## config.mk

```make
export PLATFORM = sky130hd
export DESIGN_NAME = int_to_decimal_ascii
export DESIGN_NICKNAME = d
export VERILOG_FILES = /design/src/sv/idasc_pkg.sv /design/src/sv/idasc_bcd_cell.sv /design/src/sv/int_to_decimal_ascii.sv
export SDC_FILE = /design/constraint.sdc
export NUM_CORES = 1
export LEC_CHECK = 0
export BUFFER_PORTS_ARGS = -buffer_cell sky130_fd_sc_hd__clkbuf_2
export CORE_ASPECT_RATIO = 0.75
export CORE_UTILIZATION = 35
export DETAILED_ROUTE_END_ITERATION = 12
export HOLD_SLACK_MARGIN = 0.02
export PLACE_DENSITY_LB_ADDON = 0.08
export SETUP_SLACK_MARGIN = 0.15
export SLEW_MARGIN = 20
export SYNTH_ARGS = -nofsm -noshare
export SYNTH_HDL_FRONTEND = slang
export SYNTH_SLANG_ARGS = --single-unit
```

## constraint.sdc

```tcl
create_clock -name clk_i -period 2.3 [get_ports clk_i]
set_input_delay 0.46 -clock clk_i [delete_from_list [all_inputs] [get_ports clk_i]]
set_output_delay 0.46 -clock clk_i [all_outputs]
set_load 0.02 [all_outputs]
```

## src/sv/idasc_pkg.sv

```systemverilog
// ----------------------------------------------------------------------------
// idasc_pkg
// Shared constants and types for the decimal ASCII printer.
// ----------------------------------------------------------------------------
package idasc_pkg;

  localparam int unsigned DIGIT_W = 4;

  // double-dabble correction: digits of five or more get three added
  localparam logic [DIGIT_W-1:0] BCD_ADJ_LIMIT = 4'd5;
  localparam logic [DIGIT_W-1:0] BCD_ADJ       = 4'd3;

  localparam logic [7:0] ASCII_ZERO  = 8'h30;
  localparam logic [7:0] ASCII_NINE  = 8'h39;
  localparam logic [7:0] ASCII_MINUS = 8'h2D;

  // control broadcast to every digit cell
  typedef struct packed {
    logic clear;
    logic shift;
  } cell_ctrl_t;

endpackage

```

## src/sv/idasc_bcd_cell.sv

```systemverilog
// ----------------------------------------------------------------------------
// idasc_bcd_cell
// One BCD digit of the shift-add-3 chain: corrects, then shifts one bit in
// from the lower neighbour and hands its top bit to the upper neighbour.
// ----------------------------------------------------------------------------
module idasc_bcd_cell (
  input  logic                             clk_i,
  input  idasc_pkg::cell_ctrl_t            ctrl_i,
  input  logic                             carry_i,
  output logic                             carry_o,
  output logic [idasc_pkg::DIGIT_W-1:0]    digit_o
);

  logic [idasc_pkg::DIGIT_W-1:0] digit_q, digit_d;
  logic [idasc_pkg::DIGIT_W-1:0] adj;

  assign adj = (digit_q >= idasc_pkg::BCD_ADJ_LIMIT) ? (digit_q + idasc_pkg::BCD_ADJ)
                                                     : digit_q;
  // carry depends on this cell only, so the chain has no ripple path
  assign carry_o = adj[idasc_pkg::DIGIT_W-1];
  assign digit_o = digit_q;

  always_comb begin
    digit_d = digit_q;
    if (ctrl_i.clear) begin
      digit_d = '0;
    end else if (ctrl_i.shift) begin
      digit_d = {adj[idasc_pkg::DIGIT_W-2:0], carry_i};
    end
  end

  always_ff @(posedge clk_i) begin
    digit_q <= digit_d;
  end

endmodule

```

## src/sv/int_to_decimal_ascii.sv

```systemverilog
// ----------------------------------------------------------------------------
// int_to_decimal_ascii
// Prints an integer as decimal ASCII text, one character per transfer.
// ----------------------------------------------------------------------------
// Input channel: value_bits_i and treat_as_signed_i, transferred when
// in_valid_i is high and in_stall_o is low. With treat_as_signed_i set and the
// top bit set, '-' is sent first and then the magnitude.
// Output channel: ascii_char_o and is_last_o, transferred when out_valid_o is
// high and out_stall_i is low. Digits go most significant first with no
// leading zeros; zero prints as '0'. is_last_o marks the final character.
// Timing: the magnitude is shifted bit-serially through a row of BCD digit
// cells, one bit per cycle, in state ST_CONV; then ST_FIND locates the leading
// digit, then one character leaves per cycle while the receiver does not stall.
// in_stall_o stays high from the transfer in until the last character is
// loaded into the output register, so the next number is taken while that
// character still waits. A stalling receiver holds the output register and
// pauses emission. Reset empties the output register and returns the block
// to idle.
// ----------------------------------------------------------------------------
module int_to_decimal_ascii #(
  parameter int unsigned VALUE_WIDTH = 32
) (
  input  logic                   clk_i,
  input  logic                   rst_ni,
  input  logic                   in_valid_i,
  output logic                   in_stall_o,
  input  logic [VALUE_WIDTH-1:0] value_bits_i,
  input  logic                   treat_as_signed_i,
  output logic                   out_valid_o,
  input  logic                   out_stall_i,
  output logic [7:0]             ascii_char_o,
  output logic                   is_last_o
);

  // decimal digits of 2^W - 1 is floor(W * log10 2) + 1
  localparam int unsigned NDIG = (VALUE_WIDTH * 30103) / 100000 + 1;
  localparam int unsigned IDXW = $clog2(NDIG);
  localparam int unsigned CNTW = $clog2(VALUE_WIDTH);

  typedef enum logic [1:0] {
    ST_IDLE,
    ST_CONV,
    ST_FIND,
    ST_EMIT
  } state_e;

  state_e                 state_q;
  logic [VALUE_WIDTH-1:0] mag_q;
  logic [CNTW-1:0]        cnt_q;
  logic [IDXW-1:0]        idx_q;
  logic                   sign_q;
  logic                   out_valid_q;
  logic [7:0]             char_q;
  logic                   last_q;

  logic                   in_xfer;
  logic                   out_free;
  logic                   neg;
  logic [VALUE_WIDTH-1:0] mag_d;
  logic [IDXW-1:0]        top_idx;
  logic [idasc_pkg::DIGIT_W-1:0] cur_digit;

  idasc_pkg::cell_ctrl_t         ctrl;
  logic [NDIG:0]                 carry;
  logic [idasc_pkg::DIGIT_W-1:0] digit [NDIG];

  assign in_stall_o = (state_q != ST_IDLE);
  assign in_xfer    = in_valid_i && !in_stall_o;
  assign out_free   = !out_valid_q || !out_stall_i;

  assign neg   = treat_as_signed_i && value_bits_i[VALUE_WIDTH-1];
  assign mag_d = neg ? (~value_bits_i + {{(VALUE_WIDTH-1){1'b0}}, 1'b1}) : value_bits_i;

  assign ctrl.clear = in_xfer;
  assign ctrl.shift = (state_q == ST_CONV);
  assign carry[0]   = mag_q[VALUE_WIDTH-1];

  for (genvar g = 0; g < NDIG; g++) begin : g_cell
    idasc_bcd_cell u_cell (
      .clk_i   (clk_i),
      .ctrl_i  (ctrl),
      .carry_i (carry[g]),
      .carry_o (carry[g+1]),
      .digit_o (digit[g])
    );
  end

  // highest non-zero digit; zero when the whole number is zero
  always_comb begin
    top_idx = '0;
    for (int k = 0; k < NDIG; k++) begin
      if (digit[k] != '0) begin
        top_idx = IDXW'(k);
      end
    end
  end

  assign cur_digit = digit[idx_q];

  always_ff @(posedge clk_i or negedge rst_ni) begin
    if (!rst_ni) begin
      state_q     <= ST_IDLE;
      out_valid_q <= 1'b0;
      sign_q      <= 1'b0;
      mag_q       <= '0;
      cnt_q       <= '0;
      idx_q       <= '0;
      char_q      <= '0;
      last_q      <= 1'b0;
    end else begin
      // during emission the output register is refilled below instead
      if ((state_q != ST_EMIT) && out_valid_q && !out_stall_i) begin
        out_valid_q <= 1'b0;
      end
      unique case (state_q)
        ST_IDLE: begin
          if (in_xfer) begin
            mag_q   <= mag_d;
            sign_q  <= neg;
            cnt_q   <= CNTW'(VALUE_WIDTH - 1);
            state_q <= ST_CONV;
          end
        end
        ST_CONV: begin
          mag_q <= {mag_q[VALUE_WIDTH-2:0], 1'b0};
          if (cnt_q == '0) begin
            state_q <= ST_FIND;
          end else begin
            cnt_q <= cnt_q - 1'b1;
          end
        end
        ST_FIND: begin
          idx_q   <= top_idx;
          state_q <= ST_EMIT;
        end
        ST_EMIT: begin
          if (out_free) begin
            out_valid_q <= 1'b1;
            if (sign_q) begin
              char_q <= idasc_pkg::ASCII_MINUS;
              last_q <= 1'b0;
              sign_q <= 1'b0;
            end else begin
              char_q <= idasc_pkg::ASCII_ZERO + {4'b0000, cur_digit};
              last_q <= (idx_q == '0);
              if (idx_q == '0) begin
                state_q <= ST_IDLE;
              end else begin
                idx_q <= idx_q - 1'b1;
              end
            end
          end
        end
        default: state_q <= ST_IDLE;
      endcase
    end
  end

  assign out_valid_o  = out_valid_q;
  assign ascii_char_o = char_q;
  assign is_last_o    = last_q;

  a_accept_starts_conv: assert property (@(posedge clk_i) disable iff (!rst_ni)
    in_xfer |=> state_q == ST_CONV)
    else $error("transfer in did not start conversion");

  a_find_then_emit: assert property (@(posedge clk_i) disable iff (!rst_ni)
    state_q == ST_FIND |=> state_q == ST_EMIT)
    else $error("leading digit search not followed by emission");

  a_pending_chars: assert property (@(posedge clk_i) disable iff (!rst_ni)
    (out_valid_o && !is_last_o) |-> state_q == ST_EMIT)
    else $error("non-final character without emission in progress");

  a_char_legal: assert property (@(posedge clk_i) disable iff (!rst_ni)
    out_valid_o |-> (ascii_char_o == idasc_pkg::ASCII_MINUS) ||
                    ((ascii_char_o >= idasc_pkg::ASCII_ZERO) &&
                     (ascii_char_o <= idasc_pkg::ASCII_NINE)))
    else $error("character outside sign and digits");

endmodule

```

* After elaboration in Yosys (flattened, before gate mapping)
Index checks and enable logic that the tools add are counted.
** Storage, ports and cells
- Register bits :: 94
- Input port bits :: 37
- Word-level logic and storage cells :: 132
** Cells by class
- Add/sub/neg operators :: 14
- Magnitude comparators :: 11
- Equality and inequality tests :: 11
- Muxes and demuxes :: 46
- Bitwise gates (word level) :: 2
- Reduce and logical (&&, ||, !) cells :: 30
** Operator list (number)
- two-way mux 4 bit :: 21
- two-way mux 32 bit :: 2
- case mux 32 bit (2 select lines) :: 1
- greater-or-equal comparator 4 x 3 -> 1 bit, second input constant :: 10
- adder 4 x 2 -> 4 bit, second input constant :: 9
- nonzero test 4 bit :: 9
- adder 32 x 1 -> 32 bit, second input constant :: 1
- NOT 32 bit :: 1
- binary-select mux 4 bit (select 4 bit) :: 1
- != test 2 bit, second input constant :: 7
- two-way mux 2 bit :: 6
- two-way mux 5 bit :: 2
- case mux 5 bit (2 select lines) :: 1
- case mux 2 bit (4 select lines) :: 1
- case mux 4 bit (2 select lines) :: 1
- nonzero test 2 bit :: 4
- adder 6 x 4 -> 7 bit, first input constant :: 1
- two-way mux 1 bit :: 7
- two-way mux 7 bit :: 1
- AND reduction 3 bit :: 2
- greater-or-equal comparator 5 bit, second input constant :: 1
- logical NOT 5 bit :: 1
- NOT 4 -> 5 bit :: 1
- AND reduction 5 bit :: 1
- 15 further kinds :: 22

* Logic depth before layout (Yosys ltp)
Gate-level depths: netlist of the first run.
- Depth in word-level cells :: 11
- Gate-level depth with buffers :: 10

* Cells and area by module
From an unflattened synthesis of the first run, not the netlist that was laid out.
** Second synthesis, totals
- Cell total of the unflattened synthesis :: 722
- Area total of the unflattened synthesis :: 6316.1 um^2
** By module, submodules not included
- int_to_decimal_ascii :: times used 1, cells each 412, area an instance 3713.6 um^2, seq. area each 1301.2 um^2
- idasc_bcd_cell :: times used 10, cells each 31, area an instance 260.2 um^2, seq. area each 80.1 um^2

* Worst setup path after synthesis of the first run
OpenSTA, ideal clock, no wires.
- Path kind :: flip-flop to flip-flop
- From :: reg idx_q[0]
- To :: reg idx_q[3]
- Data arrival time :: 2.238 ns
- Data required time :: 2.196 ns
- Path slack :: -0.042 ns
- Cell stages (with the launch flop) :: 11
- Path buffers :: 2
- Cells stage by stage :: dfrtp_1 -> buf_2 -> buf_2 -> inv_1 -> ha_1 -> or3b_2 -> and4_1 -> a21oi_2 -> nand3b_1 -> o21ai_0 -> a221oi_1
** Between the ends
- Word-level cells in the longest chain between the ends :: 5
** Ends and longest elaborated chain
- from (decl) :: RTL line int_to_decimal_ascii.sv:50 : logic [IDXW-1:0] idx_q;
- from (signal assigned) :: RTL line int_to_decimal_ascii.sv:133 : idx_q <= top_idx;
- from (signal assigned) :: RTL line int_to_decimal_ascii.sv:149 : idx_q <= idx_q - 1'b1;
- subtractor 4 x 1 -> 4 bit :: RTL line int_to_decimal_ascii.sv:149
- two-way mux 4 bit :: RTL line int_to_decimal_ascii.sv:146 : if (idx_q == '0) begin
- two-way mux 4 bit :: RTL line int_to_decimal_ascii.sv:139 : if (sign_q) begin
- two-way mux 4 bit :: RTL line int_to_decimal_ascii.sv:137 : if (out_free) begin
- case mux 4 bit (2 select lines) :: RTL line int_to_decimal_ascii.sv:115 : unique case (state_q)
Parallel ways exist; a longest one is shown, timed or not. The select of a mux whose other input is x is not followed.
A chain may end at the register's enable or synchronous reset.

* Worst setup path in the final report of the first run
- From :: reg state_q[1]
- To :: reg mag_q[23]
** Between the ends
- Word-level cells in the longest chain between the ends :: 5
** Ends and longest elaborated chain
- from (decl) :: RTL line int_to_decimal_ascii.sv:47 : state_e state_q;
- from (signal assigned) :: RTL line int_to_decimal_ascii.sv:102 : state_q <= ST_IDLE;
- from (signal assigned) :: RTL line int_to_decimal_ascii.sv:121 : state_q <= ST_CONV;
- from (signal assigned) :: RTL line int_to_decimal_ascii.sv:127 : state_q <= ST_FIND;
- nonzero test 2 bit :: RTL line int_to_decimal_ascii.sv:67 : assign in_stall_o = (state_q != ST_IDLE);
- logical NOT 1 bit :: RTL line int_to_decimal_ascii.sv:68 : assign in_xfer = in_valid_i && !in_stall_o;
- logical AND 1 bit :: RTL line int_to_decimal_ascii.sv:68
- != test 2 bit (no line)
- AND reduction 2 bit (no line)
- to (signal assigned) :: RTL line int_to_decimal_ascii.sv:118 : mag_q <= mag_d;
- to (signal assigned) :: RTL line int_to_decimal_ascii.sv:125 : mag_q <= {mag_q[VALUE_WIDTH-2:0], 1'b0};
- to (decl) :: RTL line int_to_decimal_ascii.sv:48 : logic [VALUE_WIDTH-1:0] mag_q;
Parallel ways exist; a longest one is shown, timed or not.

==> results of run 1 <==
[layer usage]
metal,vias to the layer above,global-route usage,share of wire
li1,2571,-,-
met1,2497,0.277,0.53
met2,99,0.294,0.43
met3,12,0.0364,0.035
met4,0,0.0527,0.010
met5,-,0,0
[sequential cells by signal, summed over array words and instances (netlist names)]
| signal | cells |
|---|---|
| state_q | 2 |
| is_last_o | 1 |
| cnt_q | 5 |
| ascii_char_o | 6 |
| idx_q | 4 |
| g_cell.u_cell.digit_o | 40 |
| sign_q | 1 |
| mag_q | 32 |
| out_valid_o | 1 |
[layout make-up]
| type | count | area (µm²) |
|---|---|---|
| timing repair buffer | 76 | 551 |
| tap | 210 | 263 |
| inverter | 37 | 140 |
| clock inverter | 5 | 51.3 |
| sequential | 92 | 2100 |
| clock buffer | 11 | 243 |
| fill | 1635 | 9290 |
| multi-input combinational | 540 | 3470 |
[power by group through the flow]
stage / clock (mW) / sequential, mW / combinational [mW]
2_1_floorplan: 0 / 2.76 / 3.39
3_3_place_gp: 0 / 2.86 / 4.54
3_5_place_dp: 0 / 2.88 / 4.64
4_1_cts: 1.57 / 2.85 / 4.81
5_1_grt: 1.62 / 2.96 / 5.57
6_report: 1.51 / 2.86 / 4.99
[final timing paths]
| kind | startpoint | to | slack, ps |
|---|---|---|---|
| max reg2reg | state_q[1] | mag_q[23] | 290 |
| min in group clk_i | treat_as_signed_i | mag_q[31] | 350 |
| min | rst_ni | mag_q[22] | 250 |
| max | state_q[1] | mag_q[23] | 290 |
| max in group asynchronous | rst_ni | mag_q[9] | 1570 |
| min reg2reg | ascii_char_o[5] | ascii_char_o[5] | 470 |
[cells by family after synthesis]
group / Yosys count / share of synthesized area
compound gates: 196 / 0.189
buf+inv: 69 / 0.0500
mux: 31 / 0.0716
flops: 92 / 0.362
xor+xnor: 47 / 0.0710
fa+ha+maj: 29 / 0.0625
simple gates: 234 / 0.193
other cells: 1 / 0.000646
[worst max-delay path, cell delays in order, from the launching register on]
cell	delay [ps]
dfrtp_1	410
inv_1	190
ha_4	230
buf_12	170
clkinv_1	130
buf_4	210
or3_1	370
o21ai_0	100
a21oi_1	60
[through the flow]
| stage | cells | worst slack, ps | area [µm²] | total power, mW |
|---|---|---|---|---|
| floorplan | 700 | 157 | 5840 | 6.15 |
| global placement | 950 | 4.35 | 6420 | 7.40 |
| detailed placement | 950 | 2.59 | 6420 | 7.52 |
| CTS | 967 | 206 | 6750 | 9.23 |
| global route | 971 | 152 | 6820 | 10.1 |
| finish | 971 | 286 | 6820 | 9.37 |
[cell usage in the layout, fill, tap and decap left out, types with 8 or more instances in the layout]
cell	netlist	routed
or3_1	9	9
a22oi_1	8	8
inv_1	35	35
buf_4	2	25
mux4_2	8	8
o22ai_1	8	8
nand2b_1	12	12
dfrtp_1	52	52
ha_1	29	26
xor2_1	18	18
nand3_1	19	19
clkbuf_16	0	10
xnor2_1	29	29
nor3_1	19	19
o21ai_0	71	71
dfxtp_1	40	40
clkbuf_2	0	45
mux2i_1	19	19
nor2_1	83	82
a21oi_1	82	81
nand2_1	61	61
[what timing repair did]
item,4_1_cts,5_1_grt
cloned,1,2
setup buffers,0,2
setup endpoints to repair,8,11
gates resized for setup,2,3
==> impl_results.md, run 1 <==
* Status: complete, no violations
* Internal power at ~5.2 mW
* Remaining Overflow, GRT at 0
* TritonCTS clock tree: yes
* Largest net degree at the start of global routing at between 50 and 60
* # rows at 40
* Die Footprint at between 15000 and 20000 µm²
* Max clock buf depth at 2
* Net count reported at finish at 822
* H-tree Lvls at 3
* Per-cell routed wire length at between 15 and 20 µm
* CP Data Arrival Time at 2220 ps
* Async SR Flop Fraction at 0.565
* Post-route minimum period at between 2000 and 2500 ps
* Worst Setup Start Kind: flop
* CP required at between 2000 and 3000 ps
* DRC Markers at 0
* Clock-pin slew on the worst setup and hold paths at about 70 ps
* Post-Syn Instances at about 700
* Total number of vias at just over 5000
* Syn avg cell area at between 8 and 9 µm²
* Synth top area cells: dfrtp_1 (22%), dfxtp_1 (14%), a21oi_1 (7.1%), ha_1 (6.3%), o21ai_0 (6.1%)
* Static Leak at approximately 2.8 nW
* Ys flop type: dfrtp_1
* Starting Density at 0.360
* Post-synth EDFFs at 0
* DR iter-0 viols at 300
* First-pass GRT wire length at between 20000 and 30000 µm
* Worst Path Max Fanout at 16
* Die width at roughly 150 µm
* Pwr dens at roughly 1400 nW/µm²
* Setup violations, final at 0
* Slew headroom at 0.514
* Fmax at a little under 500 MHz
* Clk_lat worst skew at around 350 ps
* Clock skew at about 9 ps
* Top cells by count, synth: nor2_1 (83), a21oi_1 (82), o21ai_0 (71)
* Switching Fraction at 0.440
* CTS Buf Count at 9
* Vias in the first global route at a little under 5000
* HP Class: input port to asynchronous set/reset pin
* Final hold slack at roughly 250 ps
* CTS Hold Bufs at 0
* Share of layout cells above drive strength 1 at 0.159
* Synth-to-Final Area Change at 17.6%
* Synth warnings at 0
* Port bufs at 45
* Netlist cell types at ~60
* Clock root cell: clkbuf_16
* Mapped cell area at approximately 5800 µm²
* Worst IR Drop VDD at approximately 0.00056 V
* Antenna Cells at 0
* Endpoints failing hold at 0
* Flop pwr share at 0.305
* Core Area at between 15000 and 20000 µm²
* All-Layer GR Usage at 0.193
* Area leader, netlist: dfrtp_1
* Final slew viol count at 0
* Antenna Violating Nets Remaining at 0
* Mean number of vias per cell at ~5.3
* IO Count at 48
* Clock network power share at 0.162
* Final wirelength at roughly 16000 µm
* TritonCTS Sinks at about 90
* Die Y at 114 µm
* Synthesized flop and latch total at just over 90
* RSZ-0062 raised after global routing: no
* Combinational share of power at 0.533
* Setup crit end kind: flop
* Fin crit share at 0.876
* Most common cell in the netlist: nor2_1
* Sequential element share of the synthesized area at 0.362
* Worst R2R Path Depth at 8
* RePlAce Congestion at about 0.8
* Final TNS setup at 0 ps
* Psw at 4.12 mW
* Top cell type's share of synthesized area at 0.224
* Max cap viols at 0
* Initial DRT Pass Iterations at 5
* Worst slew pin tran at 729 ps
* Final core occ at 0.423
* Final HPWL DP at roughly 11000 µm
* Initial antenna violation count at 0
* Worst setup path category: flop to flop
No activity file was read; power rests on OpenSTA's default activity.
==> run 2: changes to the inputs <==
- BUFFER_PORTS_ARGS: -buffer_cell sky130_fd_sc_hd__clkbuf_2 -> -buffer_cell sky130_fd_sc_hd__buf_2
==> impl_results.md, run 2 (synthesis results as in run 1) <==
* Die Footprint at 17100 µm² (unchanged)
* Port bufs at 45 (unchanged)
* RR Startpoint: idx_q[1]
* Worst path slowest cell: dfrtp_1
* DR iter-0 viols at 277 (-7.7%)
* Clock-pin slew on the worst setup and hold paths at 70 ps (about the same)
* Worst reg2reg path endpoint: idx_q[1]
* Initial DRT Pass Iterations at 4 (-1)
* IO Count at 48 (unchanged)
* All-Layer GR Usage at 0.188 (-0.00478)
* CP Data Arrival Time at 1550 ps (-670 ps)
* Clk_lat worst skew at 350 ps (about the same)
* Die width at 151 µm (unchanged)
* Reg2Reg Setup Slack at 300 ps (about the same)
* Most frequent cells in the layout: nor2_1 (82), a21oi_1 (81), o21ai_0 (71), nand2_1 (61), dfrtp_1 (52)
* Total number of vias at 5065 (-2.2%)
* Flip-flop and latch area at 2100 µm² (unchanged)
* HP Class: input port to asynchronous set/reset pin
* Max clock buf depth at 2 (unchanged)
* Worst setup path category: flop to primary output
* Worst setup path startpoint: state_q[0]
* TritonCTS Sinks at 92 (unchanged)
* Starting Density at 0.360 (unchanged)
* DRC Markers at 0 (unchanged)
* CTS Buf Count at 9 (unchanged)
* Final worst slack at 287 ps (+1.04 ps)
* Final wirelength at 15100 µm (-4.9%)
* CP required at 1840 ps (-670 ps)
* Max cap viols at 0 (unchanged)
* RSZ-0062 raised after global routing: yes
* RePlAce Congestion at 0.839 (+4.7%)
* Slew headroom at 0.612 (+0.0982)
* Placement Setup Slack at -25.8 ps (-28.3 ps)
* Endpoints failing hold at 0 (unchanged)
* Mean number of vias per cell at 5.21 (-2.4%)
* Status: complete, no violations
* Final hold slack at 71.2 ps (-175 ps)
* CP peak stage delay at 420 ps (about the same)
* Static Leak at 2.77 nW (-0.91%)
* Worst IR Drop VDD at 0.000530 V (-4.8%)
* Crit path cell chain: inv_1, ha_2, clkinv_1, buf_2
* Final slew viol count at 0 (unchanged)
* H-tree Lvls at 3 (unchanged)
* Multi-input gate area at 3440 µm² (-0.90%)
* TritonCTS clock tree: yes
* Fin crit share at 0.875 (about the same)
* Final core occ at 0.421 (-0.00264)
* Non-filler cells, final at 973 (+0.21%)
* Final HPWL DP at 10900 µm (+3.7%)
* Net count reported at finish at 824 (+0.24%)
* Vias in the first global route at 4901 (-0.39%)
* Die Y at 114 µm (unchanged)
* Antenna Violating Nets Remaining at 0 (unchanged)
* Per-cell routed wire length at 15.5 µm (-5.1%)
* Most common library cell in the layout ignoring fill and taps: nor2_1
* Fillers at 1644 (+0.55%)
* Clock skew at 8.43 ps (-0.574 ps)
* Buf+Inv Stages, Crit Path at 3 (-1)
* Pwr dens at 1340 nW/µm² (-2.6%)
* Placed Cells incl. Taps at 954 (+0.42%)
* Worst Path Max Fanout at 6 (-10)
* Remaining Overflow, GRT at 0 (unchanged)
* Post-route minimum period at 2010 ps (-1.04 ps)
* Core Area at 16100 µm² (unchanged)
* Fmax at 497 MHz (about the same)
* Clock root cell: clkbuf_16
* Worst R2R Path Depth at 7 (-1)
* Crit path max-delay family: buffers and inverters
* Setup crit end kind: primary output
* Share of layout cells above drive strength 1 at 0.163 (+0.00352)
* First-pass GRT wire length at 25300 µm (-1.0%)
* Antenna Cells at 0 (unchanged)
* Largest register FFs at 40 (unchanged)
* Initial antenna violation count at 0 (unchanged)
* # rows at 40 (unchanged)
* Worst Setup Start Kind: flop
* Setup violations, final at 0 (unchanged)
* Synth-to-Final Area Change at 16.8%
* Largest net degree at the start of global routing at 42 (-21%)
* Worst slew pin tran at 580 ps (-150 ps)
## run 2: cell types whose count changed in the layout (fill, tap and decap cells not counted), sizes merged
cell,delta
buf,+50
bufbuf,-1
bufinv,-1
clkbuf,-48
clkinv,+1
clkinvlp,+2
mux2,-1
## run 2: worst reg2reg max path, cell delays in order, from the launching register on
cell and delay [ps]:
dfrtp_1 380, inv_1 90, ha_2 190, or3b_4 380
and4_1 220, a21oi_4 160, buf_4 150, mux2_2 320
## run 2: metrics by stage
step	cell area, µm²	TNS (ps)	power, mW
after floorplan	5840	0	6.15
after global placement	6470	-0.435	7.47
after detailed placement	6470	-70.5	7.59
after CTS	6750	0	9.08
after global routing	6780	0	9.89
final	6780	0	9.07
## run 2: final cells by class
| type | count | area share |
|---|---|---|
| multi-input combinational | 539 | 0.508 |
| sequential | 92 | 0.310 |
| timing repair buffer | 79 | 0.0819 |
| tap | 210 | 0.0388 |
| clock buffer | 9 | 0.0332 |
| inverter | 37 | 0.0205 |
| clock inverter | 7 | 0.00794 |
## run 2: worst max path at each step
stage	slack, ps	endpoint	cells after the start
after floorplan	160	idx_q[3]	10
after global placement	-0.4	mag_q[23]	7
after detailed placement	-30	mag_q[15]	8
after CTS	200	in_stall_o	4
after global routing	130	idx_q[3]	8
final	290	in_stall_o	4
## run 2: metal layers
layer	routed length [µm]	track usage	vias to the layer above
li1	-	-	2570
met1	8110	0.281	2423
met2	6400	0.277	62
met3	432	0.0336	10
met4	135	0.0427	0
met5	0	0	-
## run 2: power breakdown
part	internal [mW]	switching [mW]	leakage, nW
Combinational	2.03	2.75	1.72
Sequential	2.27	0.581	0.928
Clock	0.737	0.695	0.128
## run 2: what timing repair did
item,in CTS,in global routing
hold buffers,0,0
buffers inserted,0,3
endpoints found under the setup margin,2,3
gates resized for setup,1,1
